==> src/hw/rtl/gfmix_pkg.sv <==
// Shared types, constants and GF(2^8) helpers for the column mix unit.
// No dependencies; compile this file first.
`default_nettype none

package gfmix_pkg;

	localparam int BYTE_W = 8;
	localparam int ROW_N  = 4;
	localparam int WORD_W = BYTE_W * ROW_N;

	typedef logic [BYTE_W-1:0] byte_t;
	typedef logic [WORD_W-1:0] word_t;

	// Low byte of the AES field polynomial x^8 + x^4 + x^3 + x + 1
	localparam byte_t REDUCE_POLY = 8'h1B;

	// Forward MixColumns matrix, byte j of a row multiplies column byte j
	localparam word_t ROW0_RST = 32'h0101_0302;
	localparam word_t ROW1_RST = 32'h0103_0201;
	localparam word_t ROW2_RST = 32'h0302_0101;
	localparam word_t ROW3_RST = 32'h0201_0103;

	// Configuration register indexes
	typedef enum logic [1:0] {
		REG_ROW0 = 2'd0,
		REG_ROW1 = 2'd1,
		REG_ROW2 = 2'd2,
		REG_ROW3 = 2'd3
	} cfg_idx_t;

	// Multiply by x with reduction
	function automatic byte_t xtime(input byte_t a);
		xtime = {a[BYTE_W-2:0], 1'b0} ^ (a[BYTE_W-1] ? REDUCE_POLY : '0);
	endfunction

	// Field product: shift-and-add over the bits of b
	function automatic byte_t gf_mul(input byte_t a, input byte_t b);
		byte_t acc;
		byte_t x;
		acc = '0;
		x   = a;
		for (int i = 0; i < BYTE_W; i++) begin
			if (b[i]) begin
				acc = acc ^ x;
			end
			x = xtime(x);
		end
		gf_mul = acc;
	endfunction

endpackage

`default_nettype wire

==> src/hw/rtl/gfmix_row_dot.sv <==
// GF(2^8) dot product of one matrix row with one column.
// Depends on gfmix_pkg.
`default_nettype none

module gfmix_row_dot
	import gfmix_pkg::*;
(
	input  wire word_t row,
	input  wire word_t column,
	output byte_t      dot
);

	// XOR the four byte products together
	always_comb begin
		dot = '0;
		for (int j = 0; j < ROW_N; j++) begin
			dot = dot ^ gf_mul(row[j*BYTE_W +: BYTE_W], column[j*BYTE_W +: BYTE_W]);
		end
	end

endmodule

`default_nettype wire
==> config.mk <==
export PLATFORM = sky130hd
export DESIGN_NAME = gfmix_row_dot
export DESIGN_NICKNAME = d
export VERILOG_FILES = /design/src/hw/rtl/gfmix_pkg.sv /design/src/hw/rtl/gfmix_row_dot.sv
export SDC_FILE = /design/constraint.sdc
export NUM_CORES = 1
export LEC_CHECK = 0
export BUFFER_PORTS_ARGS = -buffer_cell sky130_fd_sc_hd__buf_2
export CELL_PAD_IN_SITES_DETAIL_PLACEMENT = 1
export CELL_PAD_IN_SITES_GLOBAL_PLACEMENT = 2
export CORE_AREA = 2 2 119 121
export DETAILED_ROUTE_END_ITERATION = 7
export DIE_AREA = 0 0 121 123
export PLACE_DENSITY_LB_ADDON = 0.3
export SETUP_SLACK_MARGIN = 0.02
export SKIP_LAST_GASP = 1
export SLEW_MARGIN = 20
export SYNTH_ARGS = -nofsm -noshare
export SYNTH_HDL_FRONTEND = slang
export SYNTH_SLANG_ARGS = --single-unit
==> constraint.sdc <==
create_clock -name vclk -period 11.69
set_input_delay 2.9225 -clock vclk [all_inputs]
set_output_delay 2.9225 -clock vclk [all_outputs]
set_load 0.02 [all_outputs]
==> metrics.yaml <==
status:
  status: "finished clean"
timing:
  slew_headroom_pct: 32.7
  drv_slew: 0
  min_period_ns: 8.57
  setup_ws_ns: 3.12
  fin_crit_sh_pct: 73.3
  setup_viol: 0
  finalSetupTns_ns: 0
  hold_viol_final: 0
  tightest_slew_ns: 0.984
  grt_setup_unrepaired: "false"
  max_freq_mhz: 117
power:
  p_clk_share_pct: 0
  pwr-share-comb_pct: 100.0
  peakVddDrop_mv: 0.0818
  p_sw_uw: 431
  power_leakage_uw: 0.00236
  switching_share_pct: 53.0
  seqPwrFrac_pct: 0
  powerDensity_mw_per_mm2: 154
  internal_power_uw: 382
route:
  ant_nets: 0
  drc: 0
  wirelength_um: 18200
  wl_per_cell_um: 20.8
  via_count: 4408
  drt_iter0_markers: 269
  dr.pass1.iters: 6
  avgViaCountPerCell: 5.03
synthesis:
  ys_top_cells_by_area: "xnor2_1 31%, xor2_1 19%, nand2_1 18%, xnor3_1 9.1%, xor3_1 7.2%"
  ys_types: 36
  ys_warn_count: 0
  synth_area_leader_cell: "xnor2_1"
  synth.cell_area_mm2: 0.00494
  synthesis.nets: 746
  syn_inst: 682
  synth_area_per_cell_um2: 7.24
  synth_top_area_share_pct: 30.7
  ys_seq_area_share_pct: 0
cells_and_area:
  stdcell_area_mm2: 0.00528
  fin_util_pct: 38.8
  seq_cell_count: 0
  syn2layout_area_growth_pct: 6.92
  final_common_cell: "nand2_1"
  insertedDiodeCount: 0
  drive_gt1_share_pct: 12.1
  final-seq-area_um2: 0
  final_cell_mix: "237 x nand2_1, 173 x xnor2_1, 106 x xor2_1"
  fill_cells: 1755
  layout.nets: 763
  clock_buffers: 0
worst_setup_path:
  arrival_ns: 5.65
  slowest_delay_ns: 0.44
  cp-end-kind: "primary output"
  crit_path_start_kind: "primary input"
  cp_max_fo: 12
  crit_chain: "buf_2, xor2_2, xor2_1, nand2_1, xnor2_2, xnor3_1, xnor3_1, xnor3_1, buf_2"
  crit_type: "in2out"
  critPathSlowestCell: "xor2_1"
  crit_required_ns: 8.77
  cp_common_cell: "xnor3_1"
global_route:
  grt_first_pass_wirelength_um: 27900
  grt_max_degree: 17
  grt_overflow: 0
  grt_pass1_vias: 4595
  antenna_found_initial: 0
  gr-usage-all-layers_pct: 24.9
clock_network:
  cts_resized: 0
  post-cts-setup-buffers: 0
  cts_hold_buf: 0
min_path:
  hp-class: "in2out"
  whs_path_depth: 5
  hp-start: "column[15]"
  hold_end: "dot[1]"
floorplan:
  core_mm2: 0.0136
  die_x_um: 121
  die_y_um: 123
  initial_core_util_pct: 36.3
  die-area_mm2: 0.0149
  fp-row-count: 43
  num_io_pins: 72
placed_design:
  dp_hpwl_um: 15200
  io_buffers: 72
  gp_congestion: 0.880
  placed_cell_area_mm2: 0.00528
  pre_cts_slack_ns: 3.15
flow_run:
  maxCapViolations: 0
-- power groups by stage --
| stage | clock network, uW | registers, uW | logic, uW |
|---|---|---|---|
| finish | 0 | 0 | 813 |
| global route | 0 | 0 | 870 |
| CTS | 0 | 0 | 818 |
| detailed placement | 0 | 0 | 814 |
| global placement | 0 | 0 | 807 |
| floorplan | 0 | 0 | 616 |
-- worst max-delay path, delay by kind of cell --
family,cells,cell delay (ns)
xor+xnor,6,2.02
buf+inv,2,0.52
simple gates,1,0.17
-- layout make-up --
type | count | area [um2] | area share [%]
Inverter | 9 | 33.8 | 0.640
Multi-Input combinational cell | 615 | 4650 | 88.1
Timing Repair Buffer | 73 | 368 | 6.97
Tap cell | 180 | 225 | 4.27
-- cells by family after synthesis --
| group | synth area share [%] |
|---|---|
| xor gates and xnor gates | 68.2 |
| and+or+nand+nor | 20.1 |
| buffers and inverters | 5.78 |
| AOI/OAI and AO/OA | 4.16 |
| muxes | 1.83 |
-- stage by stage --
stage          hold WS, ns  total power, uW  cells
3_5_place_dp          6.63              814    877
2_1_floorplan         6.44              616    682
3_3_place_gp          6.60              807    877
5_1_grt               6.65              870    877
6_report              6.62              813    877
4_1_cts               6.63              818    877
-- per-layer routing --
metal	vias to the layer above	share of wire [%]	global-route usage, %	wire, um
li1	2118	-	-	-
met1	2169	47	34.4	8540
met2	101	47	42.8	8520
met3	20	4.0	1.48	723
met4	0	2.4	5.16	432
met5	-	0	0	0
-- worst max-delay path by stage --
stage / startpoint / cells past startpoint / slack [ns] / to
2_1_floorplan: row[14] / 8 / 3.59 / dot[3]
3_3_place_gp: row[15] / 9 / 3.19 / dot[4]
3_5_place_dp: row[15] / 9 / 3.15 / dot[4]
4_1_cts: row[15] / 9 / 3.13 / dot[4]
5_1_grt: row[13] / 9 / 2.96 / dot[1]
6_report: row[15] / 9 / 3.12 / dot[4]
-- cells in the mapped netlist, types with 4 or more instances --
cell type / instances
a21oi_1: 12
buf_2: 12
buf_4: 5
clkbuf_1: 39
inv_1: 7
mux2i_1: 9
nand2_1: 237
nand3_1: 4
o21ai_0: 5
o221ai_1: 4
xnor2_1: 173
xnor3_1: 20
xor2_1: 106
xor3_1: 15
Power figures use the tool's default switching activity.
