<file path="src/hw/rtl/gfmix_pkg.sv">
// Shared types, constants and GF(2^8) helpers for the column mix unit.
// No dependencies; compile this file first.
`default_nettype none

package gfmix_pkg;

	localparam int BYTE_W = 8;
	localparam int ROW_N  = 4;
	localparam int WORD_W = BYTE_W * ROW_N;

	typedef logic [BYTE_W-1:0] byte_t;
	typedef logic [WORD_W-1:0] word_t;

	// Low byte of the AES field polynomial x^8 + x^4 + x^3 + x + 1
	localparam byte_t REDUCE_POLY = 8'h1B;

	// Forward MixColumns matrix, byte j of a row multiplies column byte j
	localparam word_t ROW0_RST = 32'h0101_0302;
	localparam word_t ROW1_RST = 32'h0103_0201;
	localparam word_t ROW2_RST = 32'h0302_0101;
	localparam word_t ROW3_RST = 32'h0201_0103;

	// Configuration register indexes
	typedef enum logic [1:0] {
		REG_ROW0 = 2'd0,
		REG_ROW1 = 2'd1,
		REG_ROW2 = 2'd2,
		REG_ROW3 = 2'd3
	} cfg_idx_t;

	// Multiply by x with reduction
	function automatic byte_t xtime(input byte_t a);
		xtime = {a[BYTE_W-2:0], 1'b0} ^ (a[BYTE_W-1] ? REDUCE_POLY : '0);
	endfunction

	// Field product: shift-and-add over the bits of b
	function automatic byte_t gf_mul(input byte_t a, input byte_t b);
		byte_t acc;
		byte_t x;
		acc = '0;
		x   = a;
		for (int i = 0; i < BYTE_W; i++) begin
			if (b[i]) begin
				acc = acc ^ x;
			end
			x = xtime(x);
		end
		gf_mul = acc;
	endfunction

endpackage

`default_nettype wire

</file>
<file path="src/hw/rtl/gfmix_cfg_regs.sv">
// Matrix row registers with their plain write port.
// Depends on gfmix_pkg.
`default_nettype none

module gfmix_cfg_regs
	import gfmix_pkg::*;
(
	input  wire logic     clk,
	input  wire logic     arst_n,
	input  wire logic     cfg_we,
	input  wire cfg_idx_t cfg_index,
	input  wire word_t    cfg_wdata,
	output word_t         matrix [ROW_N]
);

	word_t row0_q, row1_q, row2_q, row3_q;

	// Load the addressed row; reset to the forward matrix
	always_ff @(posedge clk or negedge arst_n) begin
		if (!arst_n) begin
			row0_q <= ROW0_RST;
			row1_q <= ROW1_RST;
			row2_q <= ROW2_RST;
			row3_q <= ROW3_RST;
		end else if (cfg_we) begin
			case (cfg_index)
				REG_ROW0: row0_q <= cfg_wdata;
				REG_ROW1: row1_q <= cfg_wdata;
				REG_ROW2: row2_q <= cfg_wdata;
				REG_ROW3: row3_q <= cfg_wdata;
				default: begin
				end
			endcase
		end
	end

	assign matrix[0] = row0_q;
	assign matrix[1] = row1_q;
	assign matrix[2] = row2_q;
	assign matrix[3] = row3_q;

endmodule

`default_nettype wire

</file>
<file path="config.mk">
export PLATFORM = sky130hd
export DESIGN_NAME = gfmix_cfg_regs
export DESIGN_NICKNAME = d
export VERILOG_FILES = /design/src/hw/rtl/gfmix_pkg.sv /design/src/hw/rtl/gfmix_cfg_regs.sv
export SDC_FILE = /design/constraint.sdc
export NUM_CORES = 1
export LEC_CHECK = 0
export BUFFER_PORTS_ARGS = -buffer_cell sky130_fd_sc_hd__buf_4
export CORE_MARGIN = 1.5
export CORE_UTILIZATION = 45
export CTS_CLUSTER_SIZE = 16
export DETAILED_ROUTE_END_ITERATION = 7
export GPL_TIMING_DRIVEN = 1
export PLACE_DENSITY = 0.87
export REMOVE_ABC_BUFFERS = 1
export SLEW_MARGIN = 20
export SYNTH_ARGS = -nofsm -noshare
export SYNTH_HDL_FRONTEND = slang
export SYNTH_SLANG_ARGS = --single-unit
</file>
<file path="constraint.sdc">
create_clock -name clk -period 0.8 [get_ports clk]
set_input_delay 0.12 -clock clk [delete_from_list [all_inputs] [get_ports clk]]
set_output_delay 0.12 -clock clk [all_outputs]
set_load 0.02 [all_outputs]
</file>
==> results.ini <==
[outcome]
status=finished with violations
violations=setup timing

[place]
dp_slack_ns=-0.440
gp_congestion=0.740
dp_hpwl_um=7350
place_inst=569
port_buffers=164

[setup_path]
start_kind=flip-flop
critPathTopFamily=flip-flops
r2r-end=row2_q[30]
r2r_start=row2_q[30]
slowest_delay_ns=0.55
reg2reg_slack_ns=-0.21
crit_fanout=2
slowest_stage=dfstp_2
rr_worst_depth=3
worstPathArrival_ns=1.17
required_ns=0.68
crit_chain=buf_6
crit_path_end_kind=primary output
crit_type=reg -> out
worst-path-buf-inv=1

[clock_network]
clock_sink_count=128
clock_path_buffers=2
cts-root-buf=clkbuf_8
worst_skew_pair.late_latency_ns=0.49
cts_buffers=17
cts_max_level=4
cts_tree=built
worst_setup_hold_path_clk_slew_ns=0.06

[layout]
num_antenna_cells=0
layout.cells.non_filler=667
regArea_um2=3230
layout-drive-gt1-share_pct=72.5
areaGrowthSynthToFinish_pct=69.9
n_fill_cell=528
multi_input_comb_area_um2=1590
final_nets=555
layout_commonest_cell=buf_6
final_cell_mix=buf_6 (147), dfrtp_1 (108), mux2_2 (100)

[pwr]
vdd_drop_max_v=0.00203
power_frac_clock_pct=32.2
power_frac_comb_pct=30.4
power.density_nw_per_um2=2920
swShare_pct=28.3
p_int_mw=17.0
p_sw_mw=6.71
leakage_nw=3.79
power_frac_seq_pct=37.4

[die]
start_util_pct=46.2
die_h_um=106
num_rows=37
die_x_um=106
design.core.area_um2=10300
fp.dieArea_um2=11200
ios=165

[timing]
tightest_slew_ns=0.354
drv_slew=0
finalClockSkew_ns=0
rsz0062_at_grt=yes
maxSlewHeadroom_pct=76.4
setup_viol=163
hold_violations=0
period_needed_ns=1.29
max_freq_mhz=776
post-route-period-util_pct=161
layout_setup_ws_ns=-0.489

[drt]
drc=0
wl_um=13300
routedWlPerCell_um=19.9
drt_iter0_markers=109
via_per_inst=4.95
postRouteAntennaNets=0
vias=3302
firstDrtPassIters=5

[hold_path]
whs_endpoint=row0_q[0]
hp-class=in -> reg
holdPathStages=4
hold_path.startpoint=cfg_index[0]

[global_route]
grt_first_pass_wirelength_um=19900
grt_antenna_before_repair=0
grt_max_degree=65
grt_overflow=0
grt_usage_pct=23.5
first_global_vias=3735

[synth]
ys_warn_count=0
post-synth-top-area-fraction_pct=56.7
syn_avg_cell_area_um2=17.5
yosys.area.top_type=dfrtp_1
netlist_area_um2=4770
ys_seq_area_share_pct=67.7
synthTopCellsByArea=dfrtp_1 (57%), mux2_2 (30%), dfstp_2 (11%)
syn_inst=272
ys_ff_latch=128
ys_types=9

[flow_run]
cap_violations=0

## worst max-delay path by stage
stage               cells past startpoint     endpoint  slack, ns    startpoint
global placement                        4    row2_q[4]      -0.41  cfg_index[0]
global route                            1   matrix[56]      -0.52    row2_q[24]
CTS                                     1  matrix[104]      -0.50     row0_q[8]
detailed placement                      4   row0_q[27]      -0.44  cfg_index[1]
floorplan                               2    row0_q[0]      -1.17  cfg_index[1]
finish                                  1  matrix[104]      -0.49     row0_q[8]
## synth_stat cells
cell	instances
buf_2	9
buf_4	3
mux2_1	2
dfrtp_1	108
nor3b_2	1
dfstp_2	20
nand3_1	1
nand3b_1	2
mux2_2	126
## power groups by stage
stage	logic, mW	clock network (mW)	registers (mW)
2_1_floorplan	1.21	0	10.1
3_3_place_gp	5.31	0	8.57
3_5_place_dp	5.46	0	8.64
4_1_cts	6.73	7.72	8.77
5_1_grt	7.53	8.07	8.98
6_report	7.20	7.63	8.87
## kinds of logic after synthesis
| kind of cell | after synthesis | share of synthesized area (%) |
|---|---|---|
| buffers and inverters | 12 | 1.42 |
| flip-flops | 128 | 67.7 |
| multiplexers | 128 | 30.2 |
| AND/OR/NAND/NOR | 4 | 0.682 |
## layer usage
layer | routed length [um] | track usage, % | vias to the layer above
met4 | 182 | 8.11 | 0
met2 | 7530 | 43.2 | 124
met1 | 4820 | 25.5 | 1703
met5 | 0 | 0 | -
li1 | - | - | 1459
met3 | 760 | 7.23 | 16
## sequential cells by signal, summed over array words and instances (netlist names)
register  count
row0_q       32
row2_q       32
row1_q       32
row3_q       32
## what timing repair did
| action | CTS | global route |
|---|---|---|
| buffers inserted | 19 | 26 |
| hold buffers | 33 | 0 |
| setup endpoints to repair | 128 | 159 |
| resized for setup | 142 | 33 |
| hold endpoints to repair | 256 | 0 |
## layout make-up
cell class              instances  area share (%)
multi-input cells             132            19.6
repair buffers                239            31.1
flip-flops and latches        128            39.8
well taps                     136            2.10
clock buffers                  23            5.76
clock inverters                 9            1.62
## metrics by stage
stage	area, um2	power (mW)	utilization [%]	hold slack [ns]	TNS (ns)
6_report	8100	23.7	78.5	0.224	-49.89
5_1_grt	8100	24.6	78.5	0.213	-56.16
4_1_cts	7870	23.2	76.3	0.189	-50.58
3_5_place_dp	6270	14.1	60.7	0.169	-42.48
3_3_place_gp	6270	13.9	60.7	0.155	-40.34
2_1_floorplan	4700	11.3	-	-0.176	-110.98
(Power assumes the default switching activity.)
